<file path="config.mk">
export PLATFORM = sky130hd
export DESIGN_NAME = ringtone_text_parser_top
export DESIGN_NICKNAME = d
export VERILOG_FILES = /design/src/rtp_pkg.sv /design/src/rtp_fifo.sv /design/src/rtp_front.sv /design/src/rtp_back.sv /design/src/ringtone_text_parser_top.sv
export SDC_FILE = /design/constraint.sdc
export NUM_CORES = 1
export LEC_CHECK = 0
export ABC_AREA = 1
export BUFFER_PORTS_ARGS = -buffer_cell sky130_fd_sc_hd__buf_4
export CORE_MARGIN = 2
export CORE_UTILIZATION = 50
export DETAILED_ROUTE_END_ITERATION = 6
export PLACE_DENSITY = 0.65
export SETUP_SLACK_MARGIN = 0.05
export SLEW_MARGIN = 30
export SYNTH_ARGS = -nofsm -noshare
export SYNTH_HDL_FRONTEND = slang
export SYNTH_SLANG_ARGS = --single-unit
</file>
<file path="constraint.sdc">
create_clock -name clock -period 5 [get_ports clock]
set_input_delay 0.5 -clock clock [delete_from_list [all_inputs] [get_ports clock]]
set_output_delay 0.5 -clock clock [all_outputs]
set_load 0.02 [all_outputs]
</file>
<file path="src/rtp_pkg.sv">
// ----------------------------------------------------------------------------
// Ringtone text parser package
// Shared types, character codes, event codes and small helper functions.
// ----------------------------------------------------------------------------
package rtp_pkg;

   // Queue depths used as defaults for the top-level parameters.
   localparam int QUEUE_DEPTH_DEF  = 4;
   localparam int RESULT_DEPTH_DEF = 2;

   // Reset values of the persistent settings.
   localparam logic [7:0] DEF_DURATION_RST = 8'd4;
   localparam logic [7:0] DEF_OCTAVE_RST   = 8'd5;
   localparam logic [7:0] TEMPO_RST        = 8'd1;

   // ASCII codes the parser reacts to.
   localparam logic [7:0] CH_SPACE = 8'h20;
   localparam logic [7:0] CH_COMMA = 8'h2C;
   localparam logic [7:0] CH_COLON = 8'h3A;
   localparam logic [7:0] CH_EQUAL = 8'h3D;
   localparam logic [7:0] CH_SHARP = 8'h23;
   localparam logic [7:0] CH_DOT   = 8'h2E;
   localparam logic [7:0] CH_ZERO  = 8'h30;
   localparam logic [7:0] CH_NINE  = 8'h39;
   localparam logic [7:0] CH_A     = 8'h61;
   localparam logic [7:0] CH_B     = 8'h62;
   localparam logic [7:0] CH_C     = 8'h63;
   localparam logic [7:0] CH_D     = 8'h64;
   localparam logic [7:0] CH_E     = 8'h65;
   localparam logic [7:0] CH_F     = 8'h66;
   localparam logic [7:0] CH_G     = 8'h67;
   localparam logic [7:0] CH_O     = 8'h6F;
   localparam logic [7:0] CH_P     = 8'h70;

   // Event kinds on the result channel.
   localparam logic [1:0] EV_NOTE  = 2'd0;
   localparam logic [1:0] EV_PAUSE = 2'd1;
   localparam logic [1:0] EV_TEMPO = 2'd2;

   // Semitone numbers of the natural notes.
   localparam logic [3:0] SEMI_C = 4'd0;
   localparam logic [3:0] SEMI_D = 4'd2;
   localparam logic [3:0] SEMI_E = 4'd4;
   localparam logic [3:0] SEMI_F = 4'd5;
   localparam logic [3:0] SEMI_G = 4'd7;
   localparam logic [3:0] SEMI_A = 4'd9;
   localparam logic [3:0] SEMI_B = 4'd11;

   // Parser phases, one-hot.
   typedef enum logic [7:0] {
      PH_NAME   = 8'b0000_0001,
      PH_START  = 8'b0000_0010,
      PH_LETTER = 8'b0000_0100,
      PH_VALUE  = 8'b0000_1000,
      PH_SHARP  = 8'b0001_0000,
      PH_OCT    = 8'b0010_0000,
      PH_TAIL   = 8'b0100_0000,
      PH_VTAIL  = 8'b1000_0000
   } phase_type;

   // A classified text byte as it travels from the front to the back.
   typedef struct packed {
      logic [7:0] char_in;
      logic       last;
      logic       is_space;
      logic       is_term;
      logic       is_colon;
      logic       is_digit;
      logic       is_equal;
      logic       is_sharp;
      logic       is_dot;
      logic [3:0] digit;
   } beat_type;

   // State of the token being parsed.
   typedef struct packed {
      logic [7:0] accum;
      logic [7:0] letter;
      logic [7:0] duration;
      logic [7:0] octave;
      logic       sharp;
      logic       dot;
      logic       have_number;
   } token_type;

   // One result event.
   typedef struct packed {
      logic [1:0] event_kind;
      logic [3:0] note_index;
      logic [7:0] octave;
      logic [7:0] duration;
      logic       dotted;
      logic [7:0] tempo_bpm;
   } event_type;

   // Decimal accumulation, value * 10 + digit, kept to eight bits.
   function automatic logic [7:0] acc10(input logic [7:0] v, input logic [3:0] d);
      acc10 = 8'((v << 3) + (v << 1) + {4'b0000, d});
   endfunction

endpackage

</file>
<file path="src/rtp_fifo.sv">
// ----------------------------------------------------------------------------
// Small synchronous queue
// Register-based first-in first-out buffer with full and empty flags.
// ----------------------------------------------------------------------------
module rtp_fifo #(
   parameter int WIDTH = 8,
   parameter int DEPTH = 2
) (
   input  logic             clock,
   input  logic             reset,
   input  logic             push,
   input  logic [WIDTH-1:0] push_data,
   output logic             full,
   input  logic             pop,
   output logic [WIDTH-1:0] pop_data,
   output logic             empty
);

   localparam int AW = (DEPTH > 1) ? $clog2(DEPTH) : 1;
   localparam int CW = $clog2(DEPTH + 1);

   logic [WIDTH-1:0] mem_ff [DEPTH];
   logic [AW-1:0]    wr_ptr_ff, wr_ptr_in;
   logic [AW-1:0]    rd_ptr_ff, rd_ptr_in;
   logic [CW-1:0]    count_ff, count_in;
   logic             push_ok, pop_ok;

   // Flags and handshakes.
   assign full     = (count_ff == CW'(DEPTH));
   assign empty    = (count_ff == '0);
   assign push_ok  = push && !full;
   assign pop_ok   = pop && !empty;
   assign pop_data = mem_ff[rd_ptr_ff];

   // Pointer and count updates, with wrap at the queue depth.
   always_comb begin
      wr_ptr_in = wr_ptr_ff;
      rd_ptr_in = rd_ptr_ff;
      count_in  = count_ff;
      if (push_ok) begin
         wr_ptr_in = (wr_ptr_ff == AW'(DEPTH - 1)) ? '0 : wr_ptr_ff + 1'b1;
      end
      if (pop_ok) begin
         rd_ptr_in = (rd_ptr_ff == AW'(DEPTH - 1)) ? '0 : rd_ptr_ff + 1'b1;
      end
      if (push_ok && !pop_ok) begin
         count_in = count_ff + 1'b1;
      end else if (pop_ok && !push_ok) begin
         count_in = count_ff - 1'b1;
      end
   end

   // Control registers.
   always_ff @(posedge clock) begin
      if (reset) begin
         wr_ptr_ff <= '0;
         rd_ptr_ff <= '0;
         count_ff  <= '0;
      end else begin
         wr_ptr_ff <= wr_ptr_in;
         rd_ptr_ff <= rd_ptr_in;
         count_ff  <= count_in;
      end
   end

   // Storage needs no reset.
   always_ff @(posedge clock) begin
      if (push_ok) begin
         mem_ff[wr_ptr_ff] <= push_data;
      end
   end

endmodule

</file>
<file path="src/rtp_front.sv">
// ----------------------------------------------------------------------------
// Ringtone text parser front end
// Classifies each incoming text byte so the back end works from flags.
// ----------------------------------------------------------------------------
module rtp_front
   import rtp_pkg::*;
(
   input  logic [7:0] char_in,
   input  logic       last,
   output beat_type   beat
);

   // Character classes of the incoming byte.
   always_comb begin
      beat.char_in  = char_in;
      beat.last     = last;
      beat.is_space = (char_in == CH_SPACE);
      beat.is_colon = (char_in == CH_COLON);
      beat.is_term  = (char_in == CH_COMMA) || (char_in == CH_COLON);
      beat.is_digit = (char_in >= CH_ZERO) && (char_in <= CH_NINE);
      beat.is_equal = (char_in == CH_EQUAL);
      beat.is_sharp = (char_in == CH_SHARP);
      beat.is_dot   = (char_in == CH_DOT);
      beat.digit    = 4'(char_in - CH_ZERO);
   end

endmodule

</file>
<file path="src/rtp_back.sv">
// ----------------------------------------------------------------------------
// Ringtone text parser back end
// Runs the token state machine on classified bytes and produces events.
// ----------------------------------------------------------------------------
module rtp_back
   import rtp_pkg::*;
(
   input  logic      clock,
   input  logic      reset,
   input  logic      beat_valid,
   input  beat_type  beat,
   output logic      beat_take,
   input  logic      event_full,
   output logic      event_valid,
   output event_type event_data
);

   phase_type  phase_ff, phase_in, phase_mid;
   token_type  tok_ff, tok_in, tok_mid;
   logic [7:0] def_dur_ff, def_dur_in;
   logic [7:0] def_oct_ff, def_oct_in;
   logic [7:0] tempo_ff, tempo_in;
   logic       end_now;
   logic       is_odb;
   logic [3:0] semi;
   logic       sharp_ok;
   logic       note_known;
   logic       is_pause;

   // A byte is taken whenever one waits and the result queue has room.
   assign beat_take = beat_valid && !event_full;

   // Byte step: advances phase and token for one non-space byte.
   always_comb begin
      phase_mid = phase_ff;
      tok_mid   = tok_ff;
      is_odb    = (tok_ff.letter == CH_O) || (tok_ff.letter == CH_D) ||
                  (tok_ff.letter == CH_B);
      if (!beat.is_space) begin
         if (phase_ff == PH_NAME) begin
            if (beat.is_colon) begin
               phase_mid = PH_START;
            end
         end else if (!beat.is_term) begin
            unique case (phase_ff)
               PH_START: begin
                  if (beat.is_digit) begin
                     tok_mid.accum       = acc10(tok_ff.accum, beat.digit);
                     tok_mid.have_number = 1'b1;
                  end else begin
                     tok_mid.letter      = beat.char_in;
                     tok_mid.duration    = tok_ff.have_number ? tok_ff.accum : def_dur_ff;
                     tok_mid.octave      = def_oct_ff;
                     tok_mid.accum       = '0;
                     tok_mid.have_number = 1'b0;
                     phase_mid           = PH_LETTER;
                  end
               end
               PH_LETTER: begin
                  if (beat.is_equal) begin
                     if (is_odb) begin
                        tok_mid.accum = '0;
                        phase_mid     = PH_VALUE;
                     end else begin
                        tok_mid.letter = '0;
                        phase_mid      = PH_TAIL;
                     end
                  end else if (beat.is_sharp) begin
                     tok_mid.sharp = 1'b1;
                     phase_mid     = PH_SHARP;
                  end else if (beat.is_dot) begin
                     tok_mid.dot = 1'b1;
                     phase_mid   = PH_OCT;
                  end else if (beat.is_digit) begin
                     tok_mid.octave      = {4'b0000, beat.digit};
                     tok_mid.have_number = 1'b1;
                     phase_mid           = PH_OCT;
                  end else begin
                     phase_mid = PH_TAIL;
                  end
               end
               PH_SHARP: begin
                  if (beat.is_dot) begin
                     tok_mid.dot = 1'b1;
                     phase_mid   = PH_OCT;
                  end else if (beat.is_digit) begin
                     tok_mid.octave      = {4'b0000, beat.digit};
                     tok_mid.have_number = 1'b1;
                     phase_mid           = PH_OCT;
                  end else begin
                     phase_mid = PH_TAIL;
                  end
               end
               PH_OCT: begin
                  if (beat.is_digit) begin
                     tok_mid.octave = acc10(tok_ff.have_number ? tok_ff.octave : 8'd0,
                                            beat.digit);
                     tok_mid.have_number = 1'b1;
                  end else begin
                     phase_mid = PH_TAIL;
                  end
               end
               PH_VALUE: begin
                  if (beat.is_digit) begin
                     tok_mid.accum = acc10(tok_ff.accum, beat.digit);
                  end else begin
                     phase_mid = PH_VTAIL;
                  end
               end
               default: begin
               end
            endcase
         end
      end
   end

   // The token ends on a separator, or on the final byte of the text.
   always_comb begin
      end_now = beat_take &&
                ((!beat.is_space && phase_ff != PH_NAME && beat.is_term) ||
                 (beat.last && phase_mid != PH_NAME));
   end

   // Note letter decoder.
   always_comb begin
      semi       = SEMI_C;
      sharp_ok   = 1'b1;
      note_known = 1'b1;
      is_pause   = 1'b0;
      unique case (tok_mid.letter)
         CH_C: semi = SEMI_C;
         CH_D: semi = SEMI_D;
         CH_E: begin
            semi     = SEMI_E;
            sharp_ok = 1'b0;
         end
         CH_F: semi = SEMI_F;
         CH_G: semi = SEMI_G;
         CH_A: semi = SEMI_A;
         CH_B: begin
            semi     = SEMI_B;
            sharp_ok = 1'b0;
         end
         CH_P: begin
            is_pause   = 1'b1;
            note_known = 1'b0;
         end
         default: note_known = 1'b0;
      endcase
   end

   // Token end: update settings and build the event.
   always_comb begin
      def_dur_in  = def_dur_ff;
      def_oct_in  = def_oct_ff;
      tempo_in    = tempo_ff;
      event_valid = 1'b0;
      event_data  = '0;
      if (end_now) begin
         if (phase_mid == PH_VALUE || phase_mid == PH_VTAIL) begin
            if (tok_mid.letter == CH_O) begin
               def_oct_in = tok_mid.accum;
            end else if (tok_mid.letter == CH_D) begin
               def_dur_in = tok_mid.accum;
            end else if (tok_mid.letter == CH_B) begin
               tempo_in             = tok_mid.accum;
               event_valid          = 1'b1;
               event_data.event_kind = EV_TEMPO;
               event_data.tempo_bpm  = tok_mid.accum;
            end
         end else if (phase_mid == PH_LETTER || phase_mid == PH_SHARP ||
                      phase_mid == PH_OCT || phase_mid == PH_TAIL) begin
            if (is_pause) begin
               event_valid           = 1'b1;
               event_data.event_kind = EV_PAUSE;
               event_data.duration   = tok_mid.duration;
               event_data.dotted     = tok_mid.dot;
            end else if (note_known) begin
               event_valid           = 1'b1;
               event_data.event_kind = EV_NOTE;
               event_data.note_index = semi + {3'b000, sharp_ok & tok_mid.sharp};
               event_data.octave     = tok_mid.octave;
               event_data.duration   = tok_mid.duration;
               event_data.dotted     = tok_mid.dot;
            end
         end
      end
   end

   // Next phase and token after the end of a token or of the text.
   always_comb begin
      phase_in = phase_ff;
      tok_in   = tok_ff;
      if (beat_take) begin
         phase_in = phase_mid;
         tok_in   = tok_mid;
         if (beat.last) begin
            phase_in = PH_NAME;
            tok_in   = '0;
         end else if (end_now) begin
            phase_in = PH_START;
            tok_in   = '0;
         end
      end
   end

   // Parser registers.
   always_ff @(posedge clock) begin
      if (reset) begin
         phase_ff   <= PH_NAME;
         tok_ff     <= '0;
         def_dur_ff <= DEF_DURATION_RST;
         def_oct_ff <= DEF_OCTAVE_RST;
         tempo_ff   <= TEMPO_RST;
      end else begin
         phase_ff   <= phase_in;
         tok_ff     <= tok_in;
         def_dur_ff <= def_dur_in;
         def_oct_ff <= def_oct_in;
         tempo_ff   <= tempo_in;
      end
   end

endmodule

</file>
<file path="src/ringtone_text_parser_top.sv">
// ----------------------------------------------------------------------------
// Ringtone text parser, top level
// Turns ringtone text, one byte per beat, into note, pause and tempo events.
//
// Use:
// - Input channel: drive req_char_in and req_last with req_push; a beat is
//   taken at a clock edge where req_push is high and req_full is low.
//   req_last marks the final byte of a text; the parser then goes back to
//   skipping a name section, keeping default duration, octave and tempo.
// - Result channel: while rsp_empty is low the oldest event is on the rsp_
//   ports; it is taken at an edge where rsp_pop is high.
// - Path: a taken byte is stored in the byte queue; the back end parses it
//   from there and writes its event into the result queue for popping.
// - Throughput: one byte per cycle while the result queue has room, as the
//   back end parses each byte in one combinational step.
// - Reset clears both queues and returns the parser to the name section
//   with duration 4, octave 5 and tempo 1.
// - A stalled receiver fills the result queue, the back end then holds,
//   and the byte queue fills until req_full rises.
// ----------------------------------------------------------------------------
module ringtone_text_parser_top
   import rtp_pkg::*;
#(
   parameter int QUEUE_DEPTH  = QUEUE_DEPTH_DEF,
   parameter int RESULT_DEPTH = RESULT_DEPTH_DEF
) (
   input  logic       clock,
   input  logic       reset,
   input  logic       req_push,
   output logic       req_full,
   input  logic [7:0] req_char_in,
   input  logic       req_last,
   output logic       rsp_empty,
   input  logic       rsp_pop,
   output logic [1:0] rsp_event_kind,
   output logic [3:0] rsp_note_index,
   output logic [7:0] rsp_octave,
   output logic [7:0] rsp_duration,
   output logic       rsp_dotted,
   output logic [7:0] rsp_tempo_bpm
);

   beat_type  front_beat, queue_beat;
   logic      queue_empty;
   logic      beat_take;
   logic      result_full;
   logic      event_valid;
   event_type event_data, result_event;

   // Byte classification.
   rtp_front u_front (
      .char_in (req_char_in),
      .last    (req_last),
      .beat    (front_beat)
   );

   // Queue of classified bytes between front and back.
   rtp_fifo #(
      .WIDTH ($bits(beat_type)),
      .DEPTH (QUEUE_DEPTH)
   ) u_beat_queue (
      .clock     (clock),
      .reset     (reset),
      .push      (req_push),
      .push_data (front_beat),
      .full      (req_full),
      .pop       (beat_take),
      .pop_data  (queue_beat),
      .empty     (queue_empty)
   );

   // Parser state machine.
   rtp_back u_back (
      .clock       (clock),
      .reset       (reset),
      .beat_valid  (!queue_empty),
      .beat        (queue_beat),
      .beat_take   (beat_take),
      .event_full  (result_full),
      .event_valid (event_valid),
      .event_data  (event_data)
   );

   // Result queue toward the receiver.
   rtp_fifo #(
      .WIDTH ($bits(event_type)),
      .DEPTH (RESULT_DEPTH)
   ) u_result_queue (
      .clock     (clock),
      .reset     (reset),
      .push      (event_valid),
      .push_data (event_data),
      .full      (result_full),
      .pop       (rsp_pop),
      .pop_data  (result_event),
      .empty     (rsp_empty)
   );

   assign rsp_event_kind = result_event.event_kind;
   assign rsp_note_index = result_event.note_index;
   assign rsp_octave     = result_event.octave;
   assign rsp_duration   = result_event.duration;
   assign rsp_dotted     = result_event.dotted;
   assign rsp_tempo_bpm  = result_event.tempo_bpm;

   // The back end only produces an event for a byte it takes, with room left.
   assert property (@(posedge clock) disable iff (reset)
      event_valid |-> (beat_take && !result_full))
      else $error("event produced without a taken byte or with the result queue full");

   // After reset no result is offered.
   assert property (@(posedge clock) reset |=> rsp_empty)
      else $error("result offered right after reset");

   // Event kinds stay within the defined codes.
   assert property (@(posedge clock) disable iff (reset)
      event_valid |-> (event_data.event_kind == EV_NOTE ||
                       event_data.event_kind == EV_PAUSE ||
                       event_data.event_kind == EV_TEMPO))
      else $error("undefined event kind produced");

   // Note events carry a semitone within the octave.
   assert property (@(posedge clock) disable iff (reset)
      (event_valid && event_data.event_kind == EV_NOTE) |->
         (event_data.note_index <= SEMI_B))
      else $error("note index out of range");

endmodule

</file>
Yosys cells after proc, flatten, opt, wreduce, memory -nomap -nowiden
Memories as Yosys holds them, arrays and structs flattened. A register that Yosys moved wholly into a read port is not among the register bits. Index checks and enable logic that the tools add are counted. W data, S select, Z words.

Register bits after elaboration: 70. RAM bits: 142. Input bits: 13. Output and inout port bits: 33. Logic and storage cells: 207. Memories: 2.

Memories: u_beat_queue.mem_ff (depth 4, width 20, read ports 1, clocked after Yosys merged registers in 1, write ports 1, RTL line rtp_fifo.sv:22) `logic [WIDTH-1:0] mem_ff [DEPTH];`; u_result_queue.mem_ff (depth 2, width 31, read ports 1, clocked after Yosys merged registers in 1, write ports 1, RTL line rtp_fifo.sv:22).

$add $sub $neg: 14. Order comparisons: 2. Eq/ne operators: 41. Muxes and demuxes: 89. Bitwise operators: 2. Reduce and logical (&&, ||, !) cells: 41.

Operator list (number): $mux W8 (25); $mux W35 (5); $eq A8 B7 Y1 const B (13); $eq A8 B6 Y1 const B (8); $mux W21 (2); $pmux W8 S5 (1); $pmux W8 S4 (1); $mux W31 (1); $mux W7 (4); $mux W1 (25); $mux W2 (12); $mux W24 (1); $pmux W4 S6 (1); $pmux W8 S3 (1); $mux W23 (1); $add A8 B4 Y8 (2); $add A8 B8 Y8 (2); $eq A8 B3 Y1 const B (2); $eq A8 B4 Y1 const B (2); $eq A8 B5 Y1 const B (2); $mux W16 (1); $ne A8 B1 Y1 const B (2); $pmux W8 S2 (1); $logic_and A1 B1 Y1 (14); 36 further kinds (60).

Logic depth before layout (Yosys ltp)
Gate-level depths: netlist (run 1).

Word-level depth: 22. Mapped depth: 27. Gate-level depth less buffers: 27.

Hierarchy
From an unflattened synthesis (run 1), not the netlist that was laid out.

Cells, all modules: 1242. Area, all modules: 11254.5 um^2.

By module, submodules not included: rtp_back (times used 1, cells an instance 792, area each 5056.1 um^2, seq. area each 1181.1 um^2); rtp_fifo (u_beat_queue) (times used 1, cells an instance 265, area each 3444.6 um^2, seq. area each 2582.5 um^2); rtp_fifo (u_result_queue) (times used 1, cells an instance 133, area each 2493.6 um^2, seq. area each 1961.9 um^2); rtp_front (times used 1, cells an instance 51, area each 256.5 um^2, seq. area each 0.0 um^2); ringtone_text_parser_top (times used 1, cells an instance 1, area each 3.8 um^2, seq. area each 0.0 um^2).

Worst setup path before layout (run 1)
No wires, ideal clock.

Path kind: reg-to-reg. Start: register (tool-made name). End: memory u_result_queue.mem_ff[0][0] (netlist bit), enable pin. Library setup time: 0.419 ns. Arrival: 3.418 ns. Required time: 4.581 ns. Setup slack: 1.163 ns. Cell stages (with the launch flop): 21. Path buffers: 1. Clock period less this slack: 3.837 ns. Cells stage by stage: dfxtp_1 -> buf_2 -> inv_2 -> nand3_1 -> nand2_2 -> nand3_4 -> inv_2 -> nand3_1 -> nand3_1 -> nand2_1 -> inv_2 -> nand2_1 -> nor2_2 -> nand2_1 -> nand2_2 -> nand2_4 -> nor2_4 -> nand2_2 -> inv_2 -> nor2_2 -> nor2_1.

RTL lines (RTL line): to (decl) (rtp_fifo.sv:22).

==> metrics.cfg, run 1 <==
[synthesis]
synth_fp_nets=1225
synthXorXnorAreaFrac=0.00844
yosysTopAreaCell=edfxtp_1
synth_compound_area_frac=0.101
seq_area_frac_synth=0.506
ys_ff_latch=199
synthDistinctLibCells=57
syn_inst=1178
synth_ff_type=edfxtp_1
yosys.area_share.simple=0.243
synth-adder-area-share=0.0446
async_flop_share=0
synth_top_family_by_area=simple AND/OR/NAND/NOR gates
yosysWarningCount=0
synth.avg_cell_area_um2=8.81
synth-edff-count=126
synth_top_area_frac=0.365
synth_area_leaders=edfxtp_1 (36%), dfxtp_1 (14%), nand2_1 (11%)
synth_area_um2=10400
synthMuxAreaShare=0.0346

[placement]
portBuffers=45
dpl-instance-area_um2=10900
hpwl_mm=16.8
globalplace.congestion=0.906
dp_slack_ns=1.03

[layout]
utilization=0.569
layout-drive-gt1-share=0.181
n_fill_cell=1800
final_common_cell=nand2_1
regArea_um2=5250
final_nets=1264
diodes=0
final_area_um2=11600
syn_to_final_growth_pct=11.4
mostFrequentLayoutCells=nand2_1 (312), edfxtp_1 (126), nor2_1 (97), inv_1 (97), a21oi_1 (75)
multi_input_area_um2=4490

[clocking]
cts_hold_buf=0
clock-sinks=199
cts_resized=0
cts_made_buffers=17
root_buffer=clkbuf_16
postCtsSetupBuffers=0
tritoncts=built
clockBufferDepth=2
clk_latency_ns=0.44
htreeDepth=4
cts.reportedPaths.clkPinSlew_ns=0.08

[drt]
drtPass1Iterations=6
vias=7963
routed_wl_mm=23.7
drt.antenna.violating_nets=0
viasPerCell=5.31
drc=0
wl_per_cell_um=15.8
drt_iter0_markers=583

[die]
start_util=0.511
ios=46
coreArea_um2=20300
die_x_um=148
placementRows=52
die_area_um2=21900
die_h_um=148

[global_routing]
grtUsageTotal=0.220
first_global_vias=7357
antenna_found_initial=0
grt_pass1_wl_mm=37.9
grt.overflow.total=0
grt_max_degree=53

[setup_path]
cp-end-kind=register
critPathLaunchType=register
slowest_delay_ns=0.31
critical_path_required_ns=5.33
cp_data_arrival_time_ns=4.31
crit_slowest_cell=dfxtp_1
path_buf_inv=6
cpLargestDelayFamily=simple AND/OR/NAND/NOR gates
crit_type=reg -> reg
cp_max_fo=33
critPathMostFrequentCell=nand2_2

[power]
p_int_mw=2.89
clock_power_share=0.291
p_leak_nw=4.42
ir_worst_vdd_mv=0.275
p_sw_frac=0.382
p_per_area_nw_per_um2=405
pwr-share-comb=0.309
p_sw_mw=1.79
seqPwrFrac=0.400

[sta]
fin_crit_ns=3.98
hold_violations=0
fmax_mhz=251
min_period_over_period=0.796
setup_viol=0
slew_headroom=0.353
skew_ns=0.0131
whs_ns=0.262
rsz0062_at_grt=no
setup_ws_ns=1.02
worst_pin_slew_ns=0.970
finalSetupTns_ns=0
drv_slew=0

[run]
cap_violations=0

[min_path]
hold_path_class=in -> reg

[outcome]
status=finished, final reports clean

through the flow:
step                instances  total power [mW]
CTS                      1500              4.70
finish                   1500              4.68
detailed placement       1468              3.35
floorplan                1178              2.99
global placement         1468              3.33
global route             1500              4.96
final cells by class:
cell class              count  area share
clock buffers              17      0.0368
clock inverters            15      0.0155
inverters                 125      0.0409
multi-input cells         820       0.389
flip-flops and latches    199       0.454
well taps                 270      0.0292
repair buffers             54      0.0351
cell usage after synthesis, types with 4 or more instances:
library cell / n
fa_1: 5
inv_1: 97
nand3_1: 64
mux2_2: 31
xor2_1: 8
nand2_1: 312
o21ai_1: 6
buf_4: 6
a21oi_2: 4
a21oi_1: 75
nand4_1: 8
nor3_1: 7
clkbuf_1: 16
a22oi_1: 4
o21a_1: 9
nand3_2: 5
nor2_4: 5
edfxtp_1: 126
buf_6: 4
a31oi_1: 5
o22ai_1: 4
inv_2: 23
o21ai_0: 46
dfxtp_1: 73
nor2_2: 18
or2_2: 11
nor4_1: 4
ha_1: 29
nor2_1: 103
nand2_2: 20
nand2_4: 5
buf_1: 5
o211ai_1: 4
logic make-up (layout without fill, tap and decap cells):
family / count (synthesis) / in the layout
buf+inv: 159 / 211
fa+ha+maj: 34 / 34
xor+xnor: 10 / 10
compound gates: 177 / 177
flops: 199 / 199
mux: 32 / 32
simple gates: 567 / 567
flip-flops by register name (all words and copies together) (netlist names), named ones only:
name / flops
u_result_queue.rd_ptr_ff: 1
u_back.phase_ff: 8
u_back.tok_ff: 35
u_back.def_oct_ff: 8
u_beat_queue.wr_ptr_ff: 2
u_result_queue.wr_ptr_ff: 1
u_beat_queue.rd_ptr_ff: 2
u_beat_queue.count_ff: 3
u_result_queue.count_ff: 2
u_result_queue.mem_ff: 62
u_beat_queue.mem_ff: 64
u_back.def_dur_ff: 8
worst paths after layout:
kind	cells past startpoint	from	slack, ns	endpoint
setup / recovery	27	register	1.02	u_result_queue.count_ff[1]
setup reg to reg	27	register	1.02	u_result_queue.count_ff[1]
hold reg to reg	2	u_back.def_dur_ff[2]	0.46	u_back.def_dur_ff[2]
hold / removal	1	req_last	0.26	u_beat_queue.mem_ff[2][11]
routing by layer:
metal,global-route usage,up-vias,part of all wire
li1,-,4012,-
met1,0.298,3712,0.46
met2,0.370,210,0.48
met3,0.0322,29,0.047
met4,0.0690,0,0.017
met5,0,-,0
power groups by stage:
stage | combinational, mW | sequential, mW | clock (mW)
2_1_floorplan | 1.08 | 1.91 | 0
3_3_place_gp | 1.42 | 1.91 | 0
3_5_place_dp | 1.44 | 1.91 | 0
4_1_cts | 1.44 | 1.87 | 1.39
5_1_grt | 1.62 | 1.88 | 1.46
6_report | 1.45 | 1.87 | 1.36
Note: power is estimated with default switching activity, not from simulation.
==> run 2: changes to the inputs <==
==> constraint.sdc (replaced) <==
create_clock -name clock -period 4.15 [get_ports clock]
set_input_delay 0.415 -clock clock [delete_from_list [all_inputs] [get_ports clock]]
set_output_delay 0.415 -clock clock [all_outputs]
set_load 0.02 [all_outputs]
==> metrics.cfg, run 2 (synthesis results as in run 1) <==
[global_routing]
first_global_vias=7657
antenna_found_initial=0
grtUsageTotal=0.230
grt_pass1_wl_mm=39.5
grt.overflow.total=0
grt_max_degree=52

[clocking]
clockBufferDepth=2
tritoncts=built
cts_made_buffers=17
cts.reportedPaths.clkPinSlew_ns=0.08
clk_latency_ns=0.44
cts_hold_buf=0
clock-sinks=199
postCtsSetupBuffers=0
htreeDepth=4
root_buffer=clkbuf_16

[sta]
drv_slew=0
setup_viol=0
finalSetupTns_ns=0
setup_ws_ns=0.555
hold_violations=0
slew_headroom=0.386
skew_ns=0.0159
fmax_mhz=278
rsz0062_at_grt=no
worst_pin_slew_ns=0.920
fin_crit_ns=3.59
min_period_over_period=0.866
whs_ns=0.186

[layout]
multi_input_area_um2=4500
utilization=0.572
mostFrequentLayoutCells=nand2_1 (312), edfxtp_1 (126), nor2_1 (97), inv_1 (97), a21oi_1 (75)
n_fill_cell=1853
layout-drive-gt1-share=0.187
final_nets=1272
final_common_cell=nand2_1
final_cells=1508
largest_reg_flops=64
top_regs=u_beat_queue.mem_ff: 64 flops, u_result_queue.mem_ff: 62 flops, u_back.tok_ff: 35 flops
diodes=0
syn_to_final_growth_pct=12.0
top_register=u_beat_queue.mem_ff
regArea_um2=5250

[drt]
routed_wl_mm=24.4
drtPass1Iterations=5
drt_iter0_markers=541
wl_per_cell_um=16.2
drt.antenna.violating_nets=0
viasPerCell=5.35
vias=8068
drc=0

[power]
pwr-share-comb=0.311
p_sw_mw=2.21
p_per_area_nw_per_um2=494
p_leak_nw=4.50
ir_worst_vdd_mv=0.311
p_int_mw=3.53
p_sw_frac=0.385
clock_power_share=0.289
seqPwrFrac=0.400

[setup_path]
crit_type=reg -> reg
critPathLaunchType=register
cp_max_fo=18
cp_data_arrival_time_ns=3.93
cp-end-kind=register
critical_path_required_ns=4.48
r2r_slack_ns=0.56

[die]
die_x_um=148
ios=46
start_util=0.511
coreArea_um2=20300
placementRows=52
die_area_um2=21900
die_h_um=148

[placement]
dp_cells=1476
hpwl_mm=17.6
portBuffers=45
dp_slack_ns=0.517
globalplace.congestion=0.946

[min_path]
hp-start=req_last
hold_path_class=in -> reg

[run]
cap_violations=0

[outcome]
status=finished, final reports clean

-- run 2: final cells by class --
class / instances / share of cell area
sequential: 199 / 0.452
clock inverter: 15 / 0.0148
multi-input combinational: 820 / 0.387
timing repair buffer: 62 / 0.0401
clock buffer: 17 / 0.0366
inverter: 125 / 0.0407
tap: 270 / 0.0291
-- run 2: power by group through the flow --
| stage | Clock [mW] | Combinational (mW) | Sequential, mW |
|---|---|---|---|
| floorplan | 0 | 1.32 | 2.30 |
| global placement | 0 | 1.76 | 2.34 |
| detailed placement | 0 | 1.77 | 2.34 |
| CTS | 1.69 | 1.78 | 2.30 |
| global route | 1.77 | 1.99 | 2.31 |
| finish | 1.66 | 1.78 | 2.30 |
-- run 2: routing by layer --
metal / track usage / up-vias / share of wire
li1: - / 4029 / -
met3: 0.0331 / 38 / 0.047
met5: 0 / - / 0
met4: 0.0810 / 0 / 0.023
met1: 0.305 / 3763 / 0.45
met2: 0.388 / 238 / 0.48
-- run 2: worst paths after layout --
path | cells past startpoint | end
setup / recovery | 25 | u_result_queue.count_ff[1]
hold / removal | 1 | u_beat_queue.mem_ff[2][11]
setup reg to reg | 25 | u_result_queue.count_ff[1]
hold reg to reg | 2 | u_back.def_dur_ff[2]
-- run 2: metrics by stage --
stage	area (um^2)	power [mW]
6_report	11600	5.74
5_1_grt	11600	6.07
4_1_cts	11600	5.76
3_5_place_dp	11000	4.11
3_3_place_gp	11000	4.09
2_1_floorplan	10400	3.62
-- run 2: worst max-delay path: stages, from the launching register on --
cell and delay [ns]:
dfxtp_2 0.40, inv_2 0.29, nand3_1 0.17, nand2_2 0.18, inv_1 0.12, nor2_4 0.18, nand2_1 0.12, nand2_1 0.07
nand2_1 0.06, nand2_1 0.13, nand3_1 0.09, nor2_1 0.15, nand2_2 0.07, nand2_2 0.11, nand2_1 0.08, nand2_2 0.10
nor2_4 0.05, nand2_2 0.07, inv_2 0.05, nor2_2 0.16, inv_1 0.11, ha_1 0.31, a21oi_1 0.11, o21ai_0 0.11
o21ai_0 0.16, a21oi_1 0.06
-- run 2: repair_timing --
action / CTS / global route
endpoints found under the hold margin: 0 / 0
gates resized for setup: 0 / 1
endpoints found under the setup margin: 0 / 1
